**src/ibst_pkg.sv**
```systemverilog
package ibst_pkg;

	localparam int SLOTS_DEF = 63;
	localparam int KEY_W = 32;
	localparam int SLOT_W = 6;
	localparam int STATUS_W = 3;
	localparam int OP_W = 2;
	localparam int TREE_H = 6;

	localparam logic [OP_W-1:0] OP_INSERT = 2'd0;
	localparam logic [OP_W-1:0] OP_DUMP = 2'd1;
	localparam logic [OP_W-1:0] OP_CLEAR = 2'd2;

	localparam logic [STATUS_W-1:0] ST_INSERTED = 3'd0;
	localparam logic [STATUS_W-1:0] ST_DUP = 3'd1;
	localparam logic [STATUS_W-1:0] ST_FULL = 3'd2;
	localparam logic [STATUS_W-1:0] ST_ITEM = 3'd3;
	localparam logic [STATUS_W-1:0] ST_EMPTY = 3'd4;
	localparam logic [STATUS_W-1:0] ST_CLEARED = 3'd5;

	localparam logic [SLOT_W-1:0] FULL_SLOT = 6'd63;

	typedef struct packed {
		logic [OP_W-1:0] op;
		logic signed [KEY_W-1:0] key;
	} req_t;

	typedef struct packed {
		logic [STATUS_W-1:0] status;
		logic signed [KEY_W-1:0] out_key;
		logic [SLOT_W-1:0] slot;
		logic last;
	} rsp_t;

	// map an in-order rank (1-based) of a perfect tree to its heap slot
	function automatic logic [SLOT_W-1:0] inorder_slot(input logic [SLOT_W-1:0] rank);
		logic [2:0] tz;
		logic found;
		logic [SLOT_W:0] heap;
		tz = 3'd0;
		found = 1'b0;
		for (int b = 0; b < SLOT_W; b++) begin
			if (!found) begin
				if (rank[b]) begin
					found = 1'b1;
				end else begin
					tz = tz + 3'd1;
				end
			end
		end
		heap = ((SLOT_W+1)'(1) << (3'(TREE_H - 1) - tz)) + (SLOT_W+1)'(rank >> (tz + 3'd1));
		return SLOT_W'(heap - (SLOT_W+1)'(1));
	endfunction

endpackage

```
**src/ibst_key_ram.sv**
```systemverilog
module ibst_key_ram #(
	parameter int DEPTH = ibst_pkg::SLOTS_DEF,
	parameter int AW = 6
) (
	input logic clk,
	input logic we,
	input logic [AW-1:0] waddr,
	input logic signed [ibst_pkg::KEY_W-1:0] wdata,
	input logic [AW-1:0] raddr,
	output logic signed [ibst_pkg::KEY_W-1:0] rdata
);

	logic signed [ibst_pkg::KEY_W-1:0] mem_q [DEPTH];

	always_ff @(posedge clk) begin
		if (we) begin
			mem_q[waddr] <= wdata;
		end
	end

	always_ff @(posedge clk) begin
		rdata <= mem_q[raddr];
	end

endmodule

```
**src/implicit_bst_insert_and_inorder_core.sv**
```systemverilog
// Binary search tree in SLOTS slots with implicit children 2i+1 / 2i+2, keys held in a
// single-port-read RAM and compared for equality and signed order against the request
// key. An insert checks the slot's used bit in S_INS_CHK and compares against the key
// read from RAM in S_INS_CMP at each level, and reports full once the index runs past
// the last slot; it can also wait on the result register. A dump steps a rank counter
// through the in-order positions of the tree, passing over empty positions and emitting
// one result per stored key; it is bounded by the one RAM read a cycle and can stall on
// the result register. Clear and an empty dump go straight to S_SOLO for their single
// result. The block takes no new request until the current one has issued its last
// result, but the result register lets it take that request while the last result waits.
module implicit_bst_insert_and_inorder_core #(
	parameter int SLOTS = ibst_pkg::SLOTS_DEF
) (
	input logic clk,
	input logic arst_n,
	input logic req_valid,
	output logic req_ready,
	input ibst_pkg::req_t req,
	output logic rsp_valid,
	input logic rsp_ready,
	output ibst_pkg::rsp_t rsp
);

	localparam int AW = (SLOTS > 1) ? $clog2(SLOTS) : 1;
	localparam int IW = $clog2(2 * SLOTS + 1);
	localparam int CW = $clog2(SLOTS + 1);
	localparam int SW = ibst_pkg::SLOT_W;
	localparam int KW = ibst_pkg::KEY_W;

	typedef enum logic [5:0] {
		S_IDLE = 6'b000001,
		S_INS_CHK = 6'b000010,
		S_INS_CMP = 6'b000100,
		S_DMP_SCAN = 6'b001000,
		S_DMP_EMIT = 6'b010000,
		S_SOLO = 6'b100000
	} state_t;

	state_t state_q, state_d;
	logic [SLOTS-1:0] used_q;
	logic [CW-1:0] used_cnt_q;
	logic [CW-1:0] emit_cnt_q;
	logic [IW-1:0] idx_q;
	logic signed [KW-1:0] key_q;
	logic [SW-1:0] rank_q;
	logic [SW-1:0] slot_q;
	logic [ibst_pkg::STATUS_W-1:0] solo_status_q;
	logic rsp_valid_q;
	ibst_pkg::rsp_t rsp_q;

	logic req_xfer;
	logic out_free;
	logic out_load;
	ibst_pkg::rsp_t out_d;
	logic ram_we;
	logic [AW-1:0] ram_raddr;
	logic signed [KW-1:0] ram_rdata;
	logic [SW-1:0] dmp_idx;
	logic dmp_hit;
	logic ins_full;
	logic ins_free;
	logic dmp_last;

	assign req_ready = (state_q == S_IDLE);
	assign req_xfer = req_valid && req_ready;
	assign out_free = !rsp_valid_q || rsp_ready;
	assign rsp_valid = rsp_valid_q;
	assign rsp = rsp_q;

	assign dmp_idx = ibst_pkg::inorder_slot(rank_q);
	assign dmp_hit = (dmp_idx < SW'(SLOTS)) && used_q[dmp_idx[AW-1:0]];
	assign ins_full = (idx_q >= IW'(SLOTS));
	assign ins_free = !used_q[idx_q[AW-1:0]];
	assign dmp_last = (CW'(emit_cnt_q + 1'b1) == used_cnt_q);

	always_comb begin
		case (state_q)
			S_INS_CHK, S_INS_CMP: ram_raddr = idx_q[AW-1:0];
			S_DMP_SCAN: ram_raddr = dmp_idx[AW-1:0];
			default: ram_raddr = slot_q[AW-1:0];
		endcase
	end

	assign ram_we = (state_q == S_INS_CHK) && !ins_full && ins_free && out_free;

	ibst_key_ram #(
		.DEPTH(SLOTS),
		.AW(AW)
	) u_key_ram (
		.clk(clk),
		.we(ram_we),
		.waddr(idx_q[AW-1:0]),
		.wdata(key_q),
		.raddr(ram_raddr),
		.rdata(ram_rdata)
	);

	always_comb begin
		state_d = state_q;
		out_load = 1'b0;
		out_d = '{status: ibst_pkg::ST_INSERTED, out_key: key_q,
			slot: SW'(idx_q[AW-1:0]), last: 1'b1};
		case (state_q)
			S_IDLE: begin
				if (req_xfer) begin
					case (req.op)
						ibst_pkg::OP_INSERT: state_d = S_INS_CHK;
						ibst_pkg::OP_DUMP: state_d = (used_cnt_q == '0) ? S_SOLO : S_DMP_SCAN;
						ibst_pkg::OP_CLEAR: state_d = S_SOLO;
						default: state_d = S_IDLE;
					endcase
				end
			end
			S_INS_CHK: begin
				if (ins_full) begin
					out_d.status = ibst_pkg::ST_FULL;
					out_d.slot = ibst_pkg::FULL_SLOT;
					if (out_free) begin
						out_load = 1'b1;
						state_d = S_IDLE;
					end
				end else if (ins_free) begin
					if (out_free) begin
						out_load = 1'b1;
						state_d = S_IDLE;
					end
				end else begin
					state_d = S_INS_CMP;
				end
			end
			S_INS_CMP: begin
				out_d.status = ibst_pkg::ST_DUP;
				if (ram_rdata == key_q) begin
					if (out_free) begin
						out_load = 1'b1;
						state_d = S_IDLE;
					end
				end else begin
					state_d = S_INS_CHK;
				end
			end
			S_DMP_SCAN: begin
				if (dmp_hit) begin
					state_d = S_DMP_EMIT;
				end
			end
			S_DMP_EMIT: begin
				out_d = '{status: ibst_pkg::ST_ITEM, out_key: ram_rdata, slot: slot_q,
					last: dmp_last};
				if (out_free) begin
					out_load = 1'b1;
					state_d = dmp_last ? S_IDLE : S_DMP_SCAN;
				end
			end
			S_SOLO: begin
				out_d = '{status: solo_status_q, out_key: '0, slot: '0, last: 1'b1};
				if (out_free) begin
					out_load = 1'b1;
					state_d = S_IDLE;
				end
			end
			default: state_d = S_IDLE;
		endcase
	end

	always_ff @(posedge clk or negedge arst_n) begin
		if (!arst_n) begin
			state_q <= S_IDLE;
			used_q <= '0;
			used_cnt_q <= '0;
			emit_cnt_q <= '0;
			rsp_valid_q <= 1'b0;
		end else begin
			state_q <= state_d;
			if (out_load) begin
				rsp_valid_q <= 1'b1;
			end else if (rsp_ready) begin
				rsp_valid_q <= 1'b0;
			end
			if (req_xfer && (req.op == ibst_pkg::OP_CLEAR)) begin
				used_q <= '0;
				used_cnt_q <= '0;
			end else if (ram_we) begin
				used_q[idx_q[AW-1:0]] <= 1'b1;
				used_cnt_q <= CW'(used_cnt_q + 1'b1);
			end
			if (req_xfer) begin
				emit_cnt_q <= '0;
			end else if ((state_q == S_DMP_EMIT) && out_load) begin
				emit_cnt_q <= CW'(emit_cnt_q + 1'b1);
			end
		end
	end

	always_ff @(posedge clk) begin
		if (out_load) begin
			rsp_q <= out_d;
		end
		if (req_xfer) begin
			key_q <= req.key;
			idx_q <= '0;
			rank_q <= SW'(1);
			solo_status_q <= (req.op == ibst_pkg::OP_CLEAR) ? ibst_pkg::ST_CLEARED
				: ibst_pkg::ST_EMPTY;
		end else begin
			if ((state_q == S_INS_CMP) && (ram_rdata != key_q)) begin
				idx_q <= (key_q < ram_rdata) ? IW'({idx_q[IW-2:0], 1'b0} + IW'(1))
					: IW'({idx_q[IW-2:0], 1'b0} + IW'(2));
			end
			if ((state_q == S_DMP_SCAN) && dmp_hit) begin
				slot_q <= dmp_idx;
			end
			if (((state_q == S_DMP_SCAN) && !dmp_hit)
				|| ((state_q == S_DMP_EMIT) && out_load)) begin
				rank_q <= SW'(rank_q + 1'b1);
			end
		end
	end

`ifndef SYNTH
	assert property (@(posedge clk) disable iff (!arst_n)
		used_cnt_q == CW'($countones(used_q)))
		else $error("used count out of step with used bits");

	assert property (@(posedge clk) disable iff (!arst_n)
		(out_load && (out_d.status == ibst_pkg::ST_INSERTED))
		|=> (used_cnt_q == CW'($past(used_cnt_q) + 1'b1)))
		else $error("insert result without a slot taken");

	assert property (@(posedge clk) disable iff (!arst_n)
		(out_load && (out_d.status == ibst_pkg::ST_ITEM) && out_d.last)
		|=> (state_q == S_IDLE))
		else $error("dump continued past its last key");
`endif

endmodule

```
**config.mk**
```make
export PLATFORM = sky130hd
export DESIGN_NAME = implicit_bst_insert_and_inorder_core
export DESIGN_NICKNAME = d
export VERILOG_FILES = /design/src/ibst_pkg.sv /design/src/ibst_key_ram.sv /design/src/implicit_bst_insert_and_inorder_core.sv
export SDC_FILE = /design/constraint.sdc
export NUM_CORES = 2
export LEC_CHECK = 0
export ABC_AREA = 1
export BUFFER_PORTS_ARGS = -buffer_cell sky130_fd_sc_hd__buf_2
export CAP_MARGIN = 10
export CORE_AREA = 2 2 456 458
export CTS_BUF_LIST = sky130_fd_sc_hd__clkbuf_16
export CTS_CLUSTER_SIZE = 24
export DETAILED_ROUTE_END_ITERATION = 7
export DIE_AREA = 0 0 458 460
export HOLD_SLACK_MARGIN = 0.05
export SKIP_CTS_REPAIR_TIMING = 1
export SLEW_MARGIN = 20
export SYNTH_ARGS = -nofsm -noshare
export SYNTH_HDL_FRONTEND = slang
export SYNTH_HIERARCHICAL = 1
export SYNTH_SLANG_ARGS = --single-unit
export TNS_END_PERCENT = 100
```
**constraint.sdc**
```tcl
create_clock -name clk -period 7.6 [get_ports clk]
set_input_delay 1.14 -clock clk [delete_from_list [all_inputs] [get_ports clk]]
set_output_delay 1.14 -clock clk [all_outputs]
set_load 0.1 [all_outputs]
```
# == Word level (Yosys, flattened, before mapping) ==
# Memory sizes are Yosys's and may differ from the RTL's. A register that Yosys moved wholly into a read port is not among the register bits.
# Index checks and enable logic that the tools add are counted.
# totals
inputBits,38
out_inout_bits,44
reg_bits,178
wordCells,139
memories,1
ramBits,2016
mem_bits_ro,0
latchBits,0
# classes
magnitude_cmp,6
n_addsub,14
n_eq_ne,14
n_mux,60
reduce_logical,26
bitwise_logic,2
div_mod_pow,0
n_mul,0
n_shift,2
# memory_table
name,words,width,read_ports,rd_ports_with_merged_regs,wr,line_no,source
u_key_ram.mem_q,63,32,1,1,1,ibst_key_ram.sv:13,logic signed [ibst_pkg::KEY_W-1:0] mem_q [DEPTH];
# ops
cell,n
$mux W63,2
$mux W6,13
$pmux W32 S2,1
$or A63 B63 Y63,1
$pmux W6 S3,2
$pmux W6 S6,1
$eq A32 B32 Y1,1
$lt A32 B32 Y1,1
$ne A32 B32 Y1,1
$mux W3,10
$mux W1,22
$add A3 B1 Y3 const B,6
$add A6 B1 Y6 const B,3
$lt A6 B7 Y1 const B,2
$bmux W1 S6,2
$pmux W3 S4,1
$pmux W6 S2,1
$logic_and A1 B1 Y1,11
$add A7 B1 Y7 const B,1
$add A7 B2 Y7 const B,1
$ge A7 B6 Y1 const B,1
$mux W7,1
$add A6 B6 Y6,1
$demux W1 S6,1
29 further kinds,37

# == Logic depth before layout (Yosys ltp) ==
# logic_depth
word_depth,26
mapped_depth,43
ltp_nobuf,42

# == Modules after synthesis ==
# Netlist, hierarchy kept.
# modules_own_cells
module,cells_per_inst,n_inst,seq_area_each_um2,area_per_inst_um2
ibst_key_ram,6696,1,61178.7,81498.2
implicit_bst_insert_and_inorder_core,1260,1,4745.8,10453.8

# == Worst setup path after synthesis ==
# No wires, ideal clock.
# synth_timing
kind,register -> register
from,register rank_q[0]
to,"register u_key_ram/rdata[31] (netlist name), read port of u_key_ram.mem_q"
t_required_ns,7.487
path_slack_ns,1.523
t_arrival_ns,5.964
n_path_buf,2
stages_incl_launch_ff,37
period_less_slack_ns,6.077
setup_ns,0.113
cell_sequence,dfxtp_1 -> inv_1 -> ha_1 -> ha_1 -> nor2_1 -> nor2_1 -> ha_1 -> a21oi_2 -> a21oi_1 -> ha_1 -> nand2_1 -> nand2_1 -> ha_1 -> or2_4 -> nand2_4 -> inv_1 -> ha_1 -> nand3_1 -> nand2_4 -> inv_1 -> a21oi_1 -> o31ai_1 -> o21ai_0 -> ha_1 -> inv_1 -> ha_1 -> fa_1 -> xor2_1 -> inv_1 -> o221ai_1 -> clkbuf_1 -> buf_1 -> nand3_1 -> nand2_1 -> nand2_1 -> nand3_1 -> nand2_1
# synth_between
elab_chain_len,21
elab_cells_between_ends,28
cone_classes,9 x add/sub; 2 x shift; 17 x mux
# synth_rtl
item,line_no,source
start: declaration,implicit_bst_insert_and_inorder_core.sv:45,logic [SW-1:0] rank_q;
start signal: assignment,implicit_bst_insert_and_inorder_core.sv:215,rank_q <= SW'(rank_q + 1'b1);
$mux W1,ibst_pkg.sv:44,if (rank[b]) begin
$add A3 B1 Y3,ibst_pkg.sv:47,tz = tz + 3'd1;
$mux W3,ibst_pkg.sv:44,
$mux W3,ibst_pkg.sv:43,if (!found) begin
$add A3 B1 Y3,ibst_pkg.sv:47,
$mux W3,ibst_pkg.sv:44,
$mux W3,ibst_pkg.sv:43,
$add A3 B1 Y3,ibst_pkg.sv:47,
[7 not listed],n/a,
$mux W3,ibst_pkg.sv:43,
$add A3 B1 Y3 or $sub A3 B3 Y3 (tied branches),ibst_pkg.sv:51,heap = ((SLOT_W+1)'(1) << (3'(TREE_H - 1) - tz)) + (SLOT_W+1)'(rank >> (tz + 3'd1));
$shr A6 B3 Y6 or $shl A1 B3 Y6 (tied branches),ibst_pkg.sv:51,
$add A6 B6 Y6 (*),ibst_pkg.sv:51,
$sub A6 B1 Y6 (*),ibst_pkg.sv:52,return SLOT_W'(heap - (SLOT_W+1)'(1));
named net dmp_idx[3],implicit_bst_insert_and_inorder_core.sv:58,logic [SW-1:0] dmp_idx;
$pmux W6 S2 (*),implicit_bst_insert_and_inorder_core.sv:77,case (state_q)
named net ram_raddr[3],implicit_bst_insert_and_inorder_core.sv:56,logic [AW-1:0] ram_raddr;
end: declaration,ibst_key_ram.sv:10,output logic signed [ibst_pkg::KEY_W-1:0] rdata
# The timed path passes the listed nets; every way through them passes the cells marked *.
# A chain may end at the register's enable or synchronous reset.

# == Worst setup path after layout ==
# layout_timing
from,register rank_q[1]
to,"register u_key_ram/rdata[16] (netlist name), read port of u_key_ram.mem_q"
# layout_between
elab_chain_len,19
elab_cells_between_ends,26
cone_classes,8 x add/sub; 2 x shift; 16 x mux
# layout_rtl
item,line_no
$mux W3,ibst_pkg.sv:44
$mux W3,ibst_pkg.sv:43
$add A3 B1 Y3,ibst_pkg.sv:47
$mux W3,ibst_pkg.sv:44
$mux W3,ibst_pkg.sv:43
$add A3 B1 Y3,ibst_pkg.sv:47
$mux W3,ibst_pkg.sv:44
$mux W3,ibst_pkg.sv:43
[5 not listed],n/a
$mux W3,ibst_pkg.sv:43
$add A3 B1 Y3 or $sub A3 B3 Y3 (tied branches),ibst_pkg.sv:51
$shr A6 B3 Y6 or $shl A1 B3 Y6 (tied branches),ibst_pkg.sv:51
$add A6 B6 Y6 (*),ibst_pkg.sv:51
$sub A6 B1 Y6 (*),ibst_pkg.sv:52
named net dmp_idx[1],implicit_bst_insert_and_inorder_core.sv:58
$pmux W6 S2 (*),implicit_bst_insert_and_inorder_core.sv:77
named net ram_raddr[1],implicit_bst_insert_and_inorder_core.sv:56
# Marked as above.

==> impl_metrics.yaml <==
worst_setup_path:
  crit_fanout: 50
  critPathKind: "flip-flop to flip-flop"
  r2r_start: "rank_q[1]"
  setup.worst_path.start_class: "flip-flop"
  reg2reg_to: "u_key_ram/rdata[16]"
  crit_top_cell: "ha_1"
  ff2ff_path_depth: 37
  ff2ff_setup_slack_ps: 380
  critPathSlowestCell: "dfxtp_1"
  required_ps: 8360
  crit_path_max_incr_delay_ps: 420
  cp-end-kind: "flip-flop"
  arrival_ps: 7970
power:
  internal_power_uw: 23400
  netSwitchingFraction_pct: 38.9
  p_leak_uw: 0.0374
  power_frac_seq_pct: 39.1
  power_frac_clock_pct: 26.4
  finalPower_uw: 38400
  p_switching_uw: 15000
  powerDensity_nw_per_um2: 372
  power_frac_comb_pct: 34.5
  ir_drop_uv: 321
finish:
  fin_cells: 10900
  register_area_sq_um: 65900
  finalInstanceArea_sq_um: 103000
  multi_input_area_sq_um: 23400
  layout-drive-gt1-share_pct: 9.28
  nNetsFinal: 8127
  n_fill_cell: 17900
  syn_to_final_growth_pct: 12.3
synth:
  yosys-top-cells-count: "nand2_1 (2426), edfxtp_1 (2097), nand3_1 (1950), buf_2 (306), inv_1 (193)"
  syn_area_sq_um: 92000
  ys_types: 51
  ys_ff_latch: 2224
  synthCells: 7956
  yosysWarnings: 6
  synth.area.top_cells: "edfxtp_1 (68%), nand3_1 (11%), nand2_1 (9.9%)"
  syn_nets: 8051
  synth.most_common_cell: "nand2_1"
  synthFlopType: "edfxtp_1"
  synth_edf_count: 2097
  yosysTopAreaCellShare_pct: 68.5
  synthArstFlopShare_pct: 3.69
  syn_avg_cell_area_sq_um: 11.6
  yosys.area.top_type: "edfxtp_1"
  ys_seq_area_share_pct: 71.7
die:
  die_w_um: 458
  rows: 167
  die_h_um: 460
  ios: 82
  start_util_pct: 44.6
  core_area_sq_um: 206000
  die-area_sq_um: 211000
detailed_routing:
  post_drt_via_cell_ratio: 5.81
  remaining_drc_errors: 0
  antenna_left: 0
  drtPass1Iterations: 6
  drt_iter0_drc: 8794
  drt-total-wl_mm: 280
  wire_per_inst_um: 25.6
  num_vias: 63500
clocking:
  cts_buffers: 220
  insertion_delay_ps: 880
  clk_path_buf_depth: 3
  clkTransAtPathRegs_ps: 60
  cts.sinks: 2224
  htree_levels: 4
  cts_tree: "done"
  clockRootBuffer: "clkbuf_16"
sta:
  slew_headroom_pct: 24.4
  timing.final.crit_share_pct: 94.9
  hold_violations: 0
  rsz0062_at_grt: "false"
  finalSetupViolCount: 0
  slew_violations: 0
  max_clock_freq_mhz: 139
  finClkSkew_ps: 34.4
  tns_ps: 0
  tightest_slew_ps: 1130
  finalCriticalPeriod_ps: 7220
global_route:
  gr-total-overflow: 0
  grt_usage_pct: 26.2
  grt_pass1_wl_mm: 408
  grt_start_max_net_pins: 171
  grt_pass1_vias: 58800
  antenna_found_initial: 5
placement:
  dpl.hpwl_mm: 160
  dpl_cell_area_sq_um: 96500
  port_buffers: 81
  place.gp.congestion: 0.883
  place_inst: 10500
job:
  drv_cap: 0
hold_path:
  hold_class: "input port to asynchronous set/reset pin"
status:
  status: "finished, final reports clean"
worst max-delay path by stage:
stage | to | startpoint | slack [ps]
2_1_floorplan | u_key_ram/rdata[31] | rank_q[0] | 1520
3_3_place_gp | u_key_ram/rdata[25] | rank_q[0] | -100
3_5_place_dp | u_key_ram/rdata[11] | rank_q[1] | 380
4_1_cts | u_key_ram/rdata[11] | rank_q[1] | 330
5_1_grt | u_key_ram/rdata[11] | rank_q[1] | 20
6_report | u_key_ram/rdata[16] | rank_q[1] | 380
cell usage in the layout, fill, tap and decap left out, drive strengths merged, types with 2 or more instances in the layout:
master	n
a21o	2
a21oi	97
a22oi	4
a31oi	10
buf	343
bufinv	7
clkbuf	222
clkinv	108
clkinvlp	4
dfrtp	81
dfxtp	45
diode	8
edfxtp	2097
ha	56
inv	279
nand2	2443
nand3	1957
nand3b	5
nand4	22
nor2	181
nor3	20
nor4	15
o211ai	7
o21ai	168
o221ai	5
o22ai	16
o31ai	2
or2	4
xnor2	2
xor2	14
layer usage:
layer  track usage [%]  share of wire (%)  vias up  routed length [um]
met5                 0             0.0043        -                  12
met4              9.69                3.8        2               10700
met3              5.41                 10      446               28900
met2              39.3                 44     3259              124000
met1              37.8                 42    31600              117000
li1                  -                  -    28200                   -
metrics by stage:
step	setup slack [ps]	hold slack, ps	util [%]
after floorplan	1520	479	-
after global placement	-104	504	46.8
after detailed placement	383	511	46.9
after CTS	329	374	50.1
after global routing	15.1	361	50.1
final	384	299	50.1
cells by family after synthesis:
group | after synthesis | synth area share [%]
adder cells (fa/ha/maj) | 57 | 0.784
XOR/XNOR | 16 | 0.161
flip-flops | 2224 | 71.7
buffers and inverters | 698 | 3.50
AND/OR/NAND/NOR | 4648 | 22.0
AO/OA/AOI/OAI | 313 | 1.84
worst max-delay path: cells and delay by family (launching register included):
family | cells | cell delay, ps
AOI/OAI and AO/OA | 6 | 810
adders and majority gates | 8 | 2290
buffers and inverters | 8 | 1370
DFF | 1 | 420
and+or+nand+nor | 15 | 2130
flip-flops by register name (all words and copies together), names as in the netlist:
signal / cells
emit_cnt_q: 6
rsp_valid: 1
slot_q: 6
rsp: 42
used_cnt_q: 6
key_q: 32
idx_q: 7
solo_status_q: 1
u_key_ram/rdata: 32
used_q: 63
state_q: 6
rank_q: 6
u_key_ram/mem_q: 2016
area by class of cell:
cell class	count	area share, %
Antenna cell	8	0.0194
Clock buffer	222	5.38
Clock inverter	189	1.06
Inverter	208	0.790
Multi-Input combinational cell	5034	22.6
Sequential cell	2224	63.8
Tap cell	2704	3.28
Timing Repair Buffer	343	2.98
Timing Repair inverter	1	0.00848
power groups by stage:
stage	Clock, uW	Combinational (uW)	Sequential, uW
global route	10700	14200	15000
detailed placement	0	12900	15300
floorplan	0	6990	15900
finish	10100	13200	15000
CTS	10300	13000	15000
global placement	0	12900	15300
(Power assumes the default switching activity.)
